## config.mk

```make
export PLATFORM = sky130hd
export DESIGN_NAME = bgs_front
export DESIGN_NICKNAME = d
export VERILOG_FILES = /design/src/hdl/bgs_pkg.sv /design/src/hdl/bgs_front.sv
export SDC_FILE = /design/constraint.sdc
export NUM_CORES = 2
export LEC_CHECK = 0
export BUFFER_PORTS_ARGS = -buffer_cell sky130_fd_sc_hd__clkbuf_2
export CORE_ASPECT_RATIO = 0.8
export CORE_MARGIN = 2
export CORE_UTILIZATION = 50
export DETAILED_ROUTE_END_ITERATION = 16
export GPL_TIMING_DRIVEN = 0
export PLACE_DENSITY = 0.67
export SLEW_MARGIN = 10
export SYNTH_ARGS = -nofsm -noshare
export SYNTH_HDL_FRONTEND = slang
export SYNTH_SLANG_ARGS = --single-unit
```

## constraint.sdc

```tcl
create_clock -name clk_i -period 17.3 [get_ports clk_i]
set_clock_uncertainty 0.1 [all_clocks]
set_input_delay 3.46 -clock clk_i [delete_from_list [all_inputs] [get_ports clk_i]]
set_output_delay 3.46 -clock clk_i [all_outputs]
set_load 0.02 [all_outputs]
```

## src/hdl/bgs_pkg.sv

```systemverilog
// ----------------------------------------------------------------------------
// bgs_pkg
// Shared constants and types of the barycentric gradient shader.
// ----------------------------------------------------------------------------
package bgs_pkg;

  // default coordinate width of one vertex axis
  localparam int COORD_BITS_DEF = 10;
  // channel and color widths
  localparam int CHAN_BITS  = 8;
  localparam int NUM_CHAN   = 3;
  localparam int COLOR_BITS = CHAN_BITS * NUM_CHAN;
  // quotient bits of the divider, one per stage
  localparam int QUO_BITS   = 8;
  // depth of the queue between front and back
  localparam int FIFO_DEPTH = 4;
  // configuration index width
  localparam int CFG_IDX_BITS = 3;

  // configuration register indexes
  localparam logic [CFG_IDX_BITS-1:0] REG_VERTEX_A = 3'd0;
  localparam logic [CFG_IDX_BITS-1:0] REG_VERTEX_B = 3'd1;
  localparam logic [CFG_IDX_BITS-1:0] REG_VERTEX_C = 3'd2;
  localparam logic [CFG_IDX_BITS-1:0] REG_COLOR_A  = 3'd3;
  localparam logic [CFG_IDX_BITS-1:0] REG_COLOR_B  = 3'd4;
  localparam logic [CFG_IDX_BITS-1:0] REG_COLOR_C  = 3'd5;

  // queue status seen by front and back
  typedef struct packed {
    logic full;
    logic empty;
  } fifo_stat_t;

endpackage

```

## src/hdl/bgs_front.sv

```systemverilog
// ----------------------------------------------------------------------------
// bgs_front
// Configuration registers, edge functions, area and coverage of each pixel.
// ----------------------------------------------------------------------------
module bgs_front #(
  parameter int COORD_BITS = bgs_pkg::COORD_BITS_DEF,
  localparam int VW = 2 * COORD_BITS,
  localparam int CFW = (VW > bgs_pkg::COLOR_BITS) ? VW : bgs_pkg::COLOR_BITS,
  localparam int PW = 2 * COORD_BITS + 2
) (
  input  logic                              clk_i,
  input  logic                              rst_ni,
  input  logic                              cfg_we_i,
  input  logic [bgs_pkg::CFG_IDX_BITS-1:0]  cfg_idx_i,
  input  logic [CFW-1:0]                    cfg_data_i,
  input  logic                              in_valid_i,
  input  logic [COORD_BITS-1:0]             in_x_i,
  input  logic [COORD_BITS-1:0]             in_y_i,
  output logic                              in_ready_o,
  input  bgs_pkg::fifo_stat_t               stat_i,
  output logic                              push_o,
  output logic [COORD_BITS-1:0]             x_o,
  output logic [COORD_BITS-1:0]             y_o,
  output logic                              cov_o,
  output logic [PW-1:0]                     ea_o,
  output logic [PW-1:0]                     eb_o,
  output logic [PW-1:0]                     ec_o,
  output logic [PW-1:0]                     area_o,
  output logic [bgs_pkg::COLOR_BITS-1:0]    color_a_o,
  output logic [bgs_pkg::COLOR_BITS-1:0]    color_b_o,
  output logic [bgs_pkg::COLOR_BITS-1:0]    color_c_o
);
  import bgs_pkg::*;

  localparam int N  = COORD_BITS;
  localparam int EW = PW + 1;

  logic [VW-1:0]         va_q, vb_q, vc_q;
  logic [COLOR_BITS-1:0] ca_q, cb_q, cc_q;

  // configuration writes, unknown indexes ignored
  always_ff @(posedge clk_i or negedge rst_ni) begin
    if (!rst_ni) begin
      va_q <= '0;
      vb_q <= '0;
      vc_q <= '0;
      ca_q <= '0;
      cb_q <= '0;
      cc_q <= '0;
    end else if (cfg_we_i) begin
      unique case (cfg_idx_i)
        REG_VERTEX_A: va_q <= cfg_data_i[VW-1:0];
        REG_VERTEX_B: vb_q <= cfg_data_i[VW-1:0];
        REG_VERTEX_C: vc_q <= cfg_data_i[VW-1:0];
        REG_COLOR_A:  ca_q <= cfg_data_i[COLOR_BITS-1:0];
        REG_COLOR_B:  cb_q <= cfg_data_i[COLOR_BITS-1:0];
        REG_COLOR_C:  cc_q <= cfg_data_i[COLOR_BITS-1:0];
        default: ;
      endcase
    end
  end

  function automatic logic signed [N:0] sd(logic [N-1:0] a, logic [N-1:0] b);
    return $signed({1'b0, a}) - $signed({1'b0, b});
  endfunction

  function automatic logic signed [EW-1:0] sub2(logic signed [PW-1:0] a,
                                                logic signed [PW-1:0] b);
    return $signed({a[PW-1], a}) - $signed({b[PW-1], b});
  endfunction

  logic [N-1:0] ax, ay, bx, by, cx, cy;
  assign ax = va_q[N-1:0];
  assign ay = va_q[VW-1:N];
  assign bx = vb_q[N-1:0];
  assign by = vb_q[VW-1:N];
  assign cx = vc_q[N-1:0];
  assign cy = vc_q[VW-1:N];

  // doubled signed area, products then difference
  logic signed [PW-1:0] ar1_q, ar2_q;
  logic signed [EW-1:0] area_c;
  logic [PW-1:0]        area_q;
  logic                 area_pos;
  assign area_c   = sub2(ar1_q, ar2_q);
  assign area_pos = !area_c[EW-1] && (area_c != '0);
  always_ff @(posedge clk_i) begin
    ar1_q  <= sd(ax, bx) * sd(ay, cy);
    ar2_q  <= sd(ax, cx) * sd(ay, by);
    area_q <= area_c[PW-1:0];
  end

  // stall when the last stage holds an item the queue cannot take
  logic v1_q, v2_q, en;
  assign en         = !(v2_q && stat_i.full);
  assign in_ready_o = en;
  assign push_o     = v2_q && !stat_i.full;

  always_ff @(posedge clk_i or negedge rst_ni) begin
    if (!rst_ni) begin
      v1_q <= 1'b0;
      v2_q <= 1'b0;
    end else if (en) begin
      v1_q <= in_valid_i;
      v2_q <= v1_q;
    end
  end

  // stage one: edge products
  logic signed [PW-1:0] pa1_q, pa2_q, pb1_q, pb2_q, pc1_q, pc2_q;
  logic [N-1:0]         x1_q, y1_q;
  always_ff @(posedge clk_i) begin
    if (en) begin
      pa1_q <= sd(bx, ax) * sd(in_y_i, ay);
      pa2_q <= sd(by, ay) * sd(in_x_i, ax);
      pb1_q <= sd(cx, bx) * sd(in_y_i, by);
      pb2_q <= sd(cy, by) * sd(in_x_i, bx);
      pc1_q <= sd(ax, cx) * sd(in_y_i, cy);
      pc2_q <= sd(ay, cy) * sd(in_x_i, cx);
      x1_q  <= in_x_i;
      y1_q  <= in_y_i;
    end
  end

  // stage two: edge values and coverage
  logic signed [EW-1:0] ea, eb, ec;
  logic [PW-1:0]        ea_q, eb_q, ec_q;
  logic [N-1:0]         x2_q, y2_q;
  logic                 cov_q;
  assign ea = sub2(pa1_q, pa2_q);
  assign eb = sub2(pb1_q, pb2_q);
  assign ec = sub2(pc1_q, pc2_q);

  always_ff @(posedge clk_i) begin
    if (en) begin
      ea_q  <= ea[PW-1:0];
      eb_q  <= eb[PW-1:0];
      ec_q  <= ec[PW-1:0];
      cov_q <= area_pos && !ea[EW-1] && !eb[EW-1] && !ec[EW-1];
      x2_q  <= x1_q;
      y2_q  <= y1_q;
    end
  end

  assign x_o       = x2_q;
  assign y_o       = y2_q;
  assign cov_o     = cov_q;
  assign ea_o      = ea_q;
  assign eb_o      = eb_q;
  assign ec_o      = ec_q;
  assign area_o    = area_q;
  assign color_a_o = ca_q;
  assign color_b_o = cb_q;
  assign color_c_o = cc_q;

endmodule

```

==> metrics.yaml <==
global_routing:
  grt_pass1_vias: 46000
  grt.overflow.total: 0
  grt_max_degree: 85
  overall_global_routing_resource_usage: 0.275
  grt_first_pass_wirelength_um: 263000
  grt_antenna_before_repair: 6
floorplanning:
  die_x_um: 394
  floorplan.io_pins: 236
  floorplan.rows: 114
  floorplan.initialDensity: 0.504
  core_area_mm2: 0.121
  die_area_mm2: 0.125
  die_boundary_height_um: 316
setup_path:
  worstRegToRegCells: 31
  cp.arrival_ns: 11.18
  setup.reg_to_reg.worst_slack_ns: 7.96
  kind_of_capture_point_of_the_worst_setup_path: "register"
  critical_path.reg2reg.endpoint: "pc2_q[21]$_DFFE_PN_"
  worst_setup_path_start_kind: "input port"
  critical_path_required_ns: 17.62
  cpPeakStageDelay_ns: 0.51
  worstPathBufferInverterCount: 7
  crit_slowest_cell: "fa_1"
  worstPathMaxFanout: 3
  critPathTopFamily: "adder cells"
  path_class: "in -> reg"
  worstReg2RegStart: "vc_q[11]$_DFFE_PN0P_"
sta:
  min_period_ns: 10.86
  worst_slew_margin_relative_to_its_limit: 0.0700
  final.setup.tns_ns: 0
  setup_viol: 0
  fin_ws_ns: 6.44
  timing.fmax_mhz: 92.1
  finalCritPeriodShare: 0.627
  unrepaired_setup_endpoints_after_global_routing: "no"
  report.final.slew_viol_count: 0
  worst-slew-pin-transition_ns: 1.40
  timing_hold_violations_final: 0
detailed_routing:
  via_count: 45100
  detail_route.drc_violations: 0
  drt-total-wl_um: 168000
  top_layer_used: "met5"
  wl_per_cell_um: 20.0
  route.met3.wl_um: 17200
  drt_pre_antenna_iters: 6
  ant_nets: 0
  first_iter_violations: 3521
  drt-met1-wl_um: 73200
  vias_per_inst: 5.37
  met2_wirelength_um: 71000
clock_tree:
  cts_repair_resize_count: 0
  cts_hold_fix_bufs: 0
  clkTransAtPathRegs_ns: 0.07
  htree_levels: 2
  clockRootBuffer: "clkbuf_16"
  number_of_clock_buffers_inserted_by_tritoncts: 49
  post_cts_buffers: 0
  clk-insertion-delay-late_ns: 0.68
  cts_tree: "built"
  clock-sinks: 439
  ctsLongestPathBuffers: 3
place:
  place.detailed.hpwl_um: 141000
  gpl.final_weighted_congestion: 0.966
  place.detailed.instances: 8318
  io_buffers: 233
  dp_slack_ns: 5.96
layout:
  layout.cells.non_filler: 8410
  final_nets: 8356
  syn2layout_area_growth_pct: 8.51
  number_of_antenna_repair_diodes: 0
  final_layout_size_suffix_gt1_frac: 0.0698
synth:
  post_synthesis_sequential_element_count: 439
  ys_dominant_reg_cell: "edfxtp_1"
  most_area_hungry_cell_type_in_the_yosys_netlist: "fa_1"
  avgSynthCellArea_um2: 9.44
  ys_async_sr_fraction: 0.305
  number_of_enable_type_register_cells_in_the_synthesized_netlist: 239
  yosysTopAreaCellShare: 0.316
  syn_area_mm2: 0.0609
  synthesis.yosys.warnings: 0
  synth_nets: 8062
  synthCells: 6451
  ys_types: 81
  synth.area.top_cells: "fa_1 32%, ha_1 12%, edfxtp_1 12%"
  sequential_fraction_of_the_synthesis_area: 0.195
status:
  status: "complete, no violations"
hold_path:
  whs_path_depth: 0
  hp-start: "x1_q[7]$_DFFE_PN_"
  worstHoldPathType: "reg -> reg"
  whs_endpoint: "x_o[7]$_DFFE_PN_"
run:
  max-cap-violations: 0
## synthesized netlist by cell type, drive strengths merged (6+ instances only)
library cell	instances
a211oi	29
nor2	579
nand2b	49
and2	97
mux2	75
a21boi	42
or3	25
xor2	73
clkbuf	143
or4	6
nand3b	8
a31oi	21
dfrtp	134
nor3b	9
o21bai	37
a221oi	6
o31ai	15
nor3	81
a21oi	173
buf	7
a211o	10
nand2	534
o311ai	8
xnor2	270
o21ai	222
nor4	7
nand4	11
ha	597
dfxtp	66
or2	45
inv	1454
fa	961
o211ai	14
and3	39
nor2b	84
o21a	46
nand3	69
a21o	80
a31o	11
edfxtp	239
## cells by family after synthesis
family,share of synthesized area
AND/OR/NAND/NOR,0.123
XOR/XNOR,0.0493
flip-flops,0.195
multiplexers,0.0140
buffers and inverters,0.0990
adder cells (fa/ha/maj),0.439
AO/OA/AOI/OAI,0.0814
## state kept, by name (all words and copies together) (netlist names), 10 cells and up
register / count
ar1_q: 22
ar2_q: 22
area_o: 22
color_a_o: 24
color_b_o: 24
color_c_o: 24
ea_o: 22
eb_o: 22
ec_o: 22
pa1_q: 22
pa2_q: 22
pb1_q: 22
pb2_q: 22
pc1_q: 22
pc2_q: 22
va_q: 20
vb_q: 20
vc_q: 20
x1_q: 10
x_o: 10
y1_q: 10
y_o: 10
## per-layer routing
| metal | vias up | GRT usage |
|---|---|---|
| met5 | - | 0 |
| met4 | 2 | 0.0948 |
| met3 | 311 | 0.0716 |
| met2 | 1762 | 0.411 |
| met1 | 22300 | 0.388 |
| li1 | 20700 | - |
## worst reg2reg max path, delay by kind of cell (launching register included)
kind | cells | cell delay [ns]
AOI/OAI and AO/OA | 11 | 2.29
xor gates and xnor gates | 1 | 0.43
adders and majority gates | 7 | 3.17
buffers and inverters | 7 | 1.02
DFF | 1 | 0.46
and+or+nand+nor | 5 | 1.53
## final cells by class
class                           instances  area [um^2]
Buffer                                150          571
Clock buffer                           69         1410
Clock inverter                         23          343
Timing Repair Buffer                  243         1340
Inverter                             1454         5460
Tap cell                             1624         2030
Multi-Input combinational cell       4408        43100
Fill cell                           10900        54700
Sequential cell                       439        11900
## worst max path at each step
stage / slack (ns) / cells past startpoint / start / to
floorplan: 5.10 / 1 / stat_i[1] / in_ready_o
global placement: 1.85 / 3 / stat_i[1] / in_ready_o
detailed placement: 5.96 / 33 / in_y_i[0] / pa1_q[21]$_DFFE_PN_
CTS: 6.61 / 33 / in_y_i[0] / pa1_q[21]$_DFFE_PN_
global route: 6.07 / 32 / in_x_i[0] / pc2_q[21]$_DFFE_PN_
finish: 6.44 / 33 / in_y_i[0] / pa1_q[21]$_DFFE_PN_
## metrics by stage
step,instance area [um^2],hold WS (ns),utilization
6_report,66100,0.304,0.547
5_1_grt,66100,0.306,0.547
4_1_cts,66100,0.299,0.547
3_5_place_dp,64300,0.306,0.532
3_3_place_gp,64100,0.301,0.531
2_1_floorplan,60900,0.300,-
## cell usage in the layout, fill, tap and decap left out, types with 25 or more instances in the layout
master     Yosys  routed
inv_1       1454    1454
fa_1         961     961
ha_1         597     597
nor2_1       579     579
nand2_1      534     533
xnor2_1      270     269
edfxtp_1     239     239
clkbuf_2       0     232
o21ai_0      206     205
a21oi_1      173     172
clkbuf_1     143     154
dfrtp_1      134     134
and2_1        96      96
nor2b_1       84      84
nor3_1        81      81
a21o_1        80      80
mux2_2        74      74
xor2_1        73      73
nand3_1       69      69
dfxtp_1       66      66
clkbuf_16      0      51
nand2b_1      49      49
o21a_1        46      46
or2_2         42      42
and3_1        39      39
o21bai_1      37      37
a211oi_1      28      27
a21boi_0      25      25
or3_1         25      25
Power is left out: the tool's default activity adds up to more than one toggle a clock period on the data nets, which glitch-free logic cannot reach.
