File: config.mk
export PLATFORM = sky130hd
export DESIGN_NAME = bgs_fifo
export DESIGN_NICKNAME = d
export VERILOG_FILES = /design/src/hdl/bgs_pkg.sv /design/src/hdl/bgs_fifo.sv
export SDC_FILE = /design/constraint.sdc
export NUM_CORES = 1
export LEC_CHECK = 0
export BUFFER_PORTS_ARGS = -buffer_cell sky130_fd_sc_hd__buf_2
export CAP_MARGIN = 40
export CORE_MARGIN = 10
export CORE_UTILIZATION = 55
export CTS_BUF_LIST = sky130_fd_sc_hd__clkbuf_16
export DETAILED_ROUTE_END_ITERATION = 6
export GPL_TIMING_DRIVEN = 0
export PLACE_DENSITY = 0.8
export SYNTH_ARGS = -nofsm -noshare
export SYNTH_HDL_FRONTEND = slang
export SYNTH_SLANG_ARGS = --single-unit
File: constraint.sdc
create_clock -name clk_i -period 1.6 [get_ports clk_i]
set_clock_uncertainty 0.15 [all_clocks]
set_input_delay 0.32 -clock clk_i [delete_from_list [all_inputs] [get_ports clk_i]]
set_output_delay 0.32 -clock clk_i [all_outputs]
set_load 0.03 [all_outputs]
File: src/hdl/bgs_pkg.sv
// ----------------------------------------------------------------------------
// bgs_pkg
// Shared constants and types of the barycentric gradient shader.
// ----------------------------------------------------------------------------
package bgs_pkg;

  // default coordinate width of one vertex axis
  localparam int COORD_BITS_DEF = 10;
  // channel and color widths
  localparam int CHAN_BITS  = 8;
  localparam int NUM_CHAN   = 3;
  localparam int COLOR_BITS = CHAN_BITS * NUM_CHAN;
  // quotient bits of the divider, one per stage
  localparam int QUO_BITS   = 8;
  // depth of the queue between front and back
  localparam int FIFO_DEPTH = 4;
  // configuration index width
  localparam int CFG_IDX_BITS = 3;

  // configuration register indexes
  localparam logic [CFG_IDX_BITS-1:0] REG_VERTEX_A = 3'd0;
  localparam logic [CFG_IDX_BITS-1:0] REG_VERTEX_B = 3'd1;
  localparam logic [CFG_IDX_BITS-1:0] REG_VERTEX_C = 3'd2;
  localparam logic [CFG_IDX_BITS-1:0] REG_COLOR_A  = 3'd3;
  localparam logic [CFG_IDX_BITS-1:0] REG_COLOR_B  = 3'd4;
  localparam logic [CFG_IDX_BITS-1:0] REG_COLOR_C  = 3'd5;

  // queue status seen by front and back
  typedef struct packed {
    logic full;
    logic empty;
  } fifo_stat_t;

endpackage

File: src/hdl/bgs_fifo.sv
// ----------------------------------------------------------------------------
// bgs_fifo
// Short register queue that decouples the front and back pipelines.
// ----------------------------------------------------------------------------
module bgs_fifo #(
  parameter int WIDTH = 8,
  parameter int DEPTH = bgs_pkg::FIFO_DEPTH
) (
  input  logic                clk_i,
  input  logic                rst_ni,
  input  logic                push_i,
  input  logic [WIDTH-1:0]    data_i,
  input  logic                pop_i,
  output logic [WIDTH-1:0]    data_o,
  output bgs_pkg::fifo_stat_t stat_o
);
  import bgs_pkg::*;

  localparam int PW = (DEPTH > 1) ? $clog2(DEPTH) : 1;
  localparam int CW = $clog2(DEPTH + 1);
  localparam logic [PW-1:0] LAST = PW'(DEPTH - 1);
  localparam logic [CW-1:0] FULLC = CW'(DEPTH);

  logic [WIDTH-1:0] mem_q [DEPTH];
  logic [PW-1:0]    wr_q, wr_d, rd_q, rd_d;
  logic [CW-1:0]    cnt_q, cnt_d;

  // pointer and count update
  always_comb begin
    wr_d  = wr_q;
    rd_d  = rd_q;
    cnt_d = cnt_q;
    if (push_i) begin
      wr_d = (wr_q == LAST) ? '0 : wr_q + 1'b1;
    end
    if (pop_i) begin
      rd_d = (rd_q == LAST) ? '0 : rd_q + 1'b1;
    end
    if (push_i && !pop_i) begin
      cnt_d = cnt_q + 1'b1;
    end else if (pop_i && !push_i) begin
      cnt_d = cnt_q - 1'b1;
    end
  end

  always_ff @(posedge clk_i or negedge rst_ni) begin
    if (!rst_ni) begin
      wr_q  <= '0;
      rd_q  <= '0;
      cnt_q <= '0;
    end else begin
      wr_q  <= wr_d;
      rd_q  <= rd_d;
      cnt_q <= cnt_d;
    end
  end

  // storage
  always_ff @(posedge clk_i) begin
    if (push_i) begin
      mem_q[wr_q] <= data_i;
    end
  end

  assign data_o       = mem_q[rd_q];
  assign stat_o.full  = (cnt_q == FULLC);
  assign stat_o.empty = (cnt_q == '0);

endmodule

==> summary.txt, run 1 <==
CTS
  – CTS root buffer: clkbuf_16
  – # clock sinks: 39
  – CTS Buf Count: 5
  – Clock slew at reported path FFs: roughly 0.05 ns
  – H-Tree Depth: 2
  – Worst skew pair latency: between 0.2 and 0.3 ns
  – TritonCTS clock tree: done
  – Clock tree buffer depth: 2

STA
  – Setup_tns: -2.95 ns
  – Fin crit period: slightly below 2 ns
  – Worst-Margin Slew: between 0.4 and 0.5 ns
  – Fin. Hold Viols: 0
  – Slew headroom: 0.709
  – Final worst slack: -0.386 ns
  – RSZ-0062 raised after global routing: true
  – Final Cycle Share: 1.24
  – Max-slew violations: 0
  – # setup viols final: 8
  – Fmax: approximately 500 MHz

Global route
  – Largest net degree at the start of global routing: 13
  – Met3 Track Usage GR: 0.0511
  – Global-route wire length before repair: approximately 4300 um
  – Routing usage on met2: 0.182
  – Initial antenna violation count: 0
  – Overflow after GRT: 0
  – GRT Overall Usage: 0.109
  – GRT met1 Usage: 0.117
  – Vias in the first global route: roughly 820
  – Global route hottest layer: met2

Critical path
  – Slowest stage cell on the critical path: mux4_2
  – Critical path launch point type: register
  – Worst-path cell chain: buf_8, mux4_2, buf_6
  – Crit path required time: 1.13 ns
  – Critical path type: register to output pin
  – CP Capture Type: output pin
  – CP arrival: about 1.5 ns
  – Crit path max fanout: 5
  – Largest stage delay, worst path: 0.52 ns

Status
  – Failing checks: setup timing
  – Status: finished, violations left

Detailed routing
  – Final WL: 2670 um
  – Initial drt markers: 36
  – Initial DRT Pass Iterations: 2
  – WL per Instance: 18.7 um
  – Via density: around 5.4
  – DRC: 0
  – Via count: about 770
  – Antenna Nets Post-Route: 0

Die
  – Die Width: around 73 um
  – Die area: 5390 sq um
  – Die height: about 73 um
  – Row Count: 19
  – I/O Pins: 22
  – Initial core utilization: 0.574
  – Core area: between 2000 and 3000 sq um

Place
  – DP HPWL: 1850 um
  – Inst Count DP: 131
  – GP Congestion: about 0.64
  – I/O Buffers: 21

Power and ir drop
  – PwrDens: just under 2000 nW/um^2
  – Total power: 0.00392 W
  – Leakage: around 0.76 nW
  – Maximum VDD drop: between 0.002 and 0.0025 V

Synthesis
  – Distinct cells, synth: 18
  – #FFs+latches synth: 39
  – Synth cell count leaders: edfxtp_1 (32), mux4_2 (8), dfrtp_1 (7)
  – Post-synth top area cell: edfxtp_1
  – Synth top area share: 0.612
  – Number of flops mapped to enable cells by yosys: 32
  – Register area share after synthesis: 0.724
  – Dominant cells by area after synthesis: edfxtp_1 (61%), mux4_2 (11%), dfrtp_1 (11%)
  – Count leader, synth: edfxtp_1
  – Mapped Area: 1570 sq um
  – Syn Nets: slightly below 100
  – Fraction of registers with async set/reset: 0.179
  – Syn Area/Cell: 19.9 sq um
  – Ys Warns: 0
  – Synth Instances: 79
  – Main flop type after synthesis: edfxtp_1

Finish
  – Synth-to-Final Area Change: 26.2%
  – Layout cells sized above 1: 0.464
  – Diode count: 0
  – # fillers: between 150 and 200
  – Final net count: between 100 and 150
  – Final cell count without fillers: 143
  – Final core utilization: 0.725

Flow run
  – Max_cap viols: 0

Hold path
  – HP Class: input port to register
-- layout by cell type, fill, tap and decap left out --
cell type,n
nand2_1,1
dfrtp_2,3
clkbuf_16,6
nor3b_2,1
nand3_1,1
edfxtp_1,32
buf_6,8
buf_2,12
dfrtp_1,4
fa_1,1
o21ai_0,2
ha_1,6
xor2_1,2
mux4_2,8
and2_2,3
buf_8,1
clkinvlp_4,1
inv_1,6
xnor2_1,1
buf_4,4
mux2_2,3
and2_1,1
nor3_2,1
clkinv_2,1
nor2_1,2
dlygate4sd3_1,1
-- repair_timing --
| item | in CTS | in global routing |
|---|---|---|
| gates cloned | 1 | 0 |
| pin swaps | 0 | 2 |
| setup buffers | 2 | 0 |
| hold buffers | 1 | 0 |
| endpoints found under the hold margin | 7 | 0 |
| setup endpoints to repair | 10 | 34 |
| resized for setup | 21 | 7 |
-- critical path: cells and delay by family, from the launching register on --
family,cells,cell delay (ns)
buffers and inverters,2,0.30
multiplexers,1,0.52
flip-flops,1,0.41
-- stage by stage --
step	setup slack, ns	cell area (sq um)	hold WS [ns]
2_1_floorplan	-0.00977	1580	-0.126
3_3_place_gp	-0.115	1720	0.0110
3_5_place_dp	-0.141	1720	0.0134
4_1_cts	-0.424	1970	0.102
5_1_grt	-0.424	1980	0.106
6_report	-0.386	1980	0.108
-- final timing paths --
path	startpoint	end	slack [ns]	depth (start not counted)
worst max-delay path	rd_q[0]	data_o[4]	-0.39	3
worst min-delay path	data_i[7]	mem_q[3][7]	0.11	1
worst max register to register	cnt_q[0]	cnt_q[2]	0.09	4
worst min register to register	cnt_q[2]	cnt_q[2]	0.36	1
max in group asynchronous	rst_ni	cnt_q[1]	0.86	2
min in group asynchronous	rst_ni	cnt_q[2]	0.26	2
-- layer usage --
| metal | share of wire | vias up | wire [um] |
|---|---|---|---|
| met3 | 0.055 | 5 | 146 |
| li1 | - | 365 | - |
| met4 | 0.0097 | 0 | 26 |
| met1 | 0.40 | 385 | 1080 |
| met5 | 0 | - | 0 |
| met2 | 0.53 | 17 | 1420 |
-- cell type report --
cell class | instances | area (sq um) | share of cell area
inverter | 5 | 18.8 | 0.00947
clock inverter | 3 | 16.3 | 0.00821
tap | 31 | 38.8 | 0.0196
buffer | 2 | 20.0 | 0.0101
multi-input combinational | 33 | 413 | 0.208
timing repair buffer | 25 | 210 | 0.106
clock buffer | 5 | 125 | 0.0631
sequential | 39 | 1140 | 0.575
-- registers in the layout, summed over array words and instances (netlist names) --
signal,cells
cnt_q,3
mem_q,32
rd_q,2
wr_q,2
-- power by group --
| part | switching, W | internal (W) | leakage (nW) |
|---|---|---|---|
| Combinational | 0.000756 | 0.000755 | 0.315 |
| Sequential | 0.000137 | 0.00135 | 0.374 |
| Clock | 0.000357 | 0.000567 | 0.0710 |
-- logic make-up after synthesis --
group / share of synthesized area
compound gates: 0.00637
xor+xnor: 0.0167
fa+ha+maj: 0.0606
buf+inv: 0.0223
flops: 0.724
mux: 0.136
simple gates: 0.0343
No activity file was read; power rests on OpenSTA's default activity.
==> inputs of run 2 (changes only) <==
- GPL_TIMING_DRIVEN: 0 -> not set
==> run 2 against run 1 <==
The run still ends with setup timing left. Via count rose by 6.7%. First-iteration DRC count rose by 33%. Critical path depth did not move. Combinational power rose by 11%. Sequential power barely moved. Flip-flop and latch count did not move. Largest cell class unchanged.
==> summary.txt, run 2 (synthesis results as in run 1) <==
Status
  – Status: finished, violations left
  – Failing checks: setup timing

Detailed routing
  – Final WL: 2810 um (+5.3%)
  – WL per Instance: 18.6 um (-0.30%)
  – Antenna Nets Post-Route: 0 (unchanged)
  – Initial DRT Pass Iterations: 4 (+2)
  – Via count: 824 (+6.7%)
  – Via density: 5.46 (+1.1%)
  – Initial drt markers: 48 (+33%)
  – DRC: 0 (unchanged)

Critical path
  – Critical path launch point type: register
  – Critical path type: register to output pin
  – RR Endpoint: cnt_q[2]
  – Worst setup path startpoint: rd_q[0]
  – Reg2reg start: cnt_q[0]
  – R2R Setup Slk: 0.07 ns (-0.02 ns)
  – Crit path required time: 1.13 ns (about the same)
  – Crit path max fanout: 8 (+3)
  – CP arrival: 1.50 ns (-0.02 ns)
  – Reg2reg path depth: 5 (+1)
  – CP endpoint: data_o[2]
  – CP Capture Type: output pin

STA
  – Max-slew violations: 0 (unchanged)
  – Worst hold slack: 0.106 ns (-0.00229 ns)
  – Final worst slack: -0.369 ns (+0.0174 ns)
  – Worst-Margin Slew: 0.374 ns (-0.0627 ns)
  – Fin. Hold Viols: 0 (unchanged)
  – # setup viols final: 8 (unchanged)
  – Fmax: 508 MHz (+0.89%)
  – Final Cycle Share: 1.23 (-0.0109)
  – Slew headroom: 0.750 (+0.0418)
  – RSZ-0062 raised after global routing: true
  – Fin crit period: 1.97 ns (-0.0174 ns)

Place
  – I/O Buffers: 21 (unchanged)
  – Inst Count DP: 140 (+6.9%)
  – DP HPWL: 1960 um (+5.8%)
  – GP Congestion: 0.694 (+7.7%)

Global route
  – Initial antenna violation count: 0 (unchanged)
  – Overflow after GRT: 0 (unchanged)
  – Global-route wire length before repair: 4310 um (+0.96%)
  – Largest net degree at the start of global routing: 13 (unchanged)
  – Vias in the first global route: 862 (+4.9%)
  – GRT Overall Usage: 0.110 (+0.00194)

Die
  – Initial core utilization: 0.574 (unchanged)
  – Die area: 5390 sq um (unchanged)
  – Die height: 73.4 um (unchanged)
  – I/O Pins: 22 (unchanged)
  – Row Count: 19 (unchanged)
  – Core area: 2730 sq um (unchanged)
  – Die Width: 73.4 um (unchanged)

Finish
  – Biggest register: mem_q
  – Largest register FFs: 32 (unchanged)
  – Diode count: 0 (unchanged)
  – Layout cells sized above 1: 0.458 (-0.00595)
  – Synth-to-Final Area Change: 33.0%
  – Most common cell after layout, fill and taps aside: edfxtp_1
  – Final net count: 138 (+6.2%)
  – Most frequent cells in the layout: edfxtp_1 (32), buf_2 (11), buf_6 (11), mux4_2 (8), buf_4 (8)
  – Biggest regs: mem_q (32), cnt_q (3)
  – Final cell count without fillers: 151 (+5.6%)
  – Final core utilization: 0.764 (+0.0389)

Power and ir drop
  – Reg power frac: 0.369 (-0.010)
  – Maximum VDD drop: 0.00195 V (-4.8%)
  – Comb pwr share: 0.408 (+0.023)
  – Switching power: 0.00130 W (+4.3%)
  – Leakage: 0.807 nW (+6.2%)
  – Clock network fraction of total power: 0.223 (-0.013)
  – Sw frac: 0.319 (+0.000416)
  – Cell Int Power: 0.00278 W (+4.1%)
  – PwrDens: 1950 nW/um^2 (-1.1%)

CTS
  – Worst skew pair latency: 0.27 ns (about the same)
  – Clock tree buffer depth: 2 (unchanged)
  – # clock sinks: 39 (unchanged)
  – TritonCTS clock tree: done
  – CTS root buffer: clkbuf_16
  – Clock slew at reported path FFs: 0.05 ns (about the same)
  – H-Tree Depth: 2 (unchanged)
  – CTS Buf Count: 5 (unchanged)

Hold path
  – Worst min-delay path startpoint: data_i[5]
  – HP Class: input port to register

Flow run
  – Max_cap viols: 0 (unchanged)
## run 2: cell count changes in the layout (fill, tap and decap cells not counted), moves of 3 or more
cell,previous run,this run
and2_1,1,4
buf_6,8,11
buf_12,0,4
and2_2,3,0
buf_4,4,8
## run 2: worst min-delay path by stage
stage                             end  slack [ns]  cells after the start
after detailed placement     cnt_q[0]        0.02                      1
after floorplan              cnt_q[0]       -0.13                      0
after global routing      mem_q[2][6]         0.1                      1
after global placement       cnt_q[0]        0.01                      1
final                     mem_q[3][5]        0.11                      1
after CTS                 mem_q[0][5]         0.1                      1
## run 2: per-stage QoR
stage,power (W),TNS [ns],instance area (sq um),setup WS [ns]
2_1_floorplan,0.00238,-0.00977,1580,-0.00977
3_3_place_gp,0.00281,-0.616,1840,-0.0712
3_5_place_dp,0.00288,-0.885,1840,-0.108
4_1_cts,0.00404,-2.97,2060,-0.385
5_1_grt,0.00427,-3.25,2090,-0.412
6_report,0.00408,-2.85,2090,-0.369
## run 2: final cells by class
cell class / count / area [sq um]
sequential: 39 / 1140
inverter: 5 / 18.8
fill: 151 / 646
tap: 31 / 38.8
timing repair buffer: 35 / 329
clock inverter: 3 / 15.0
multi-input combinational: 33 / 424
clock buffer: 5 / 125
## run 2: routing by layer
layer,track usage,wire length [um],vias up
met5,0,0,-
met4,0.0373,36,0
met3,0.0511,187,4
met2,0.189,1540,23
met1,0.117,1050,414
li1,-,-,383
## run 2: power groups by stage
stage               combinational [W]  sequential (W)  clock, W
finish                        0.00167         0.00151  0.000908
floorplan                    0.000936         0.00144         0
CTS                           0.00161         0.00149  0.000929
global route                  0.00177         0.00154  0.000964
global placement              0.00132         0.00149         0
detailed placement            0.00137         0.00151         0
## run 2: repair_timing
item / in CTS / in global routing
hold buffers: 1 / 0
pin swaps: 1 / 2
gates resized for setup: 20 / 6
buffers inserted: 1 / 1
cloned: 0 / 0
endpoints found under the setup margin: 10 / 11
endpoints found under the hold margin: 7 / 0
## run 2: worst max-delay path, stage by stage (launching register included)
cell	delay (ns)
dfrtp_1	0.39
buf_12	0.16
mux4_2	0.52
buf_6	0.16
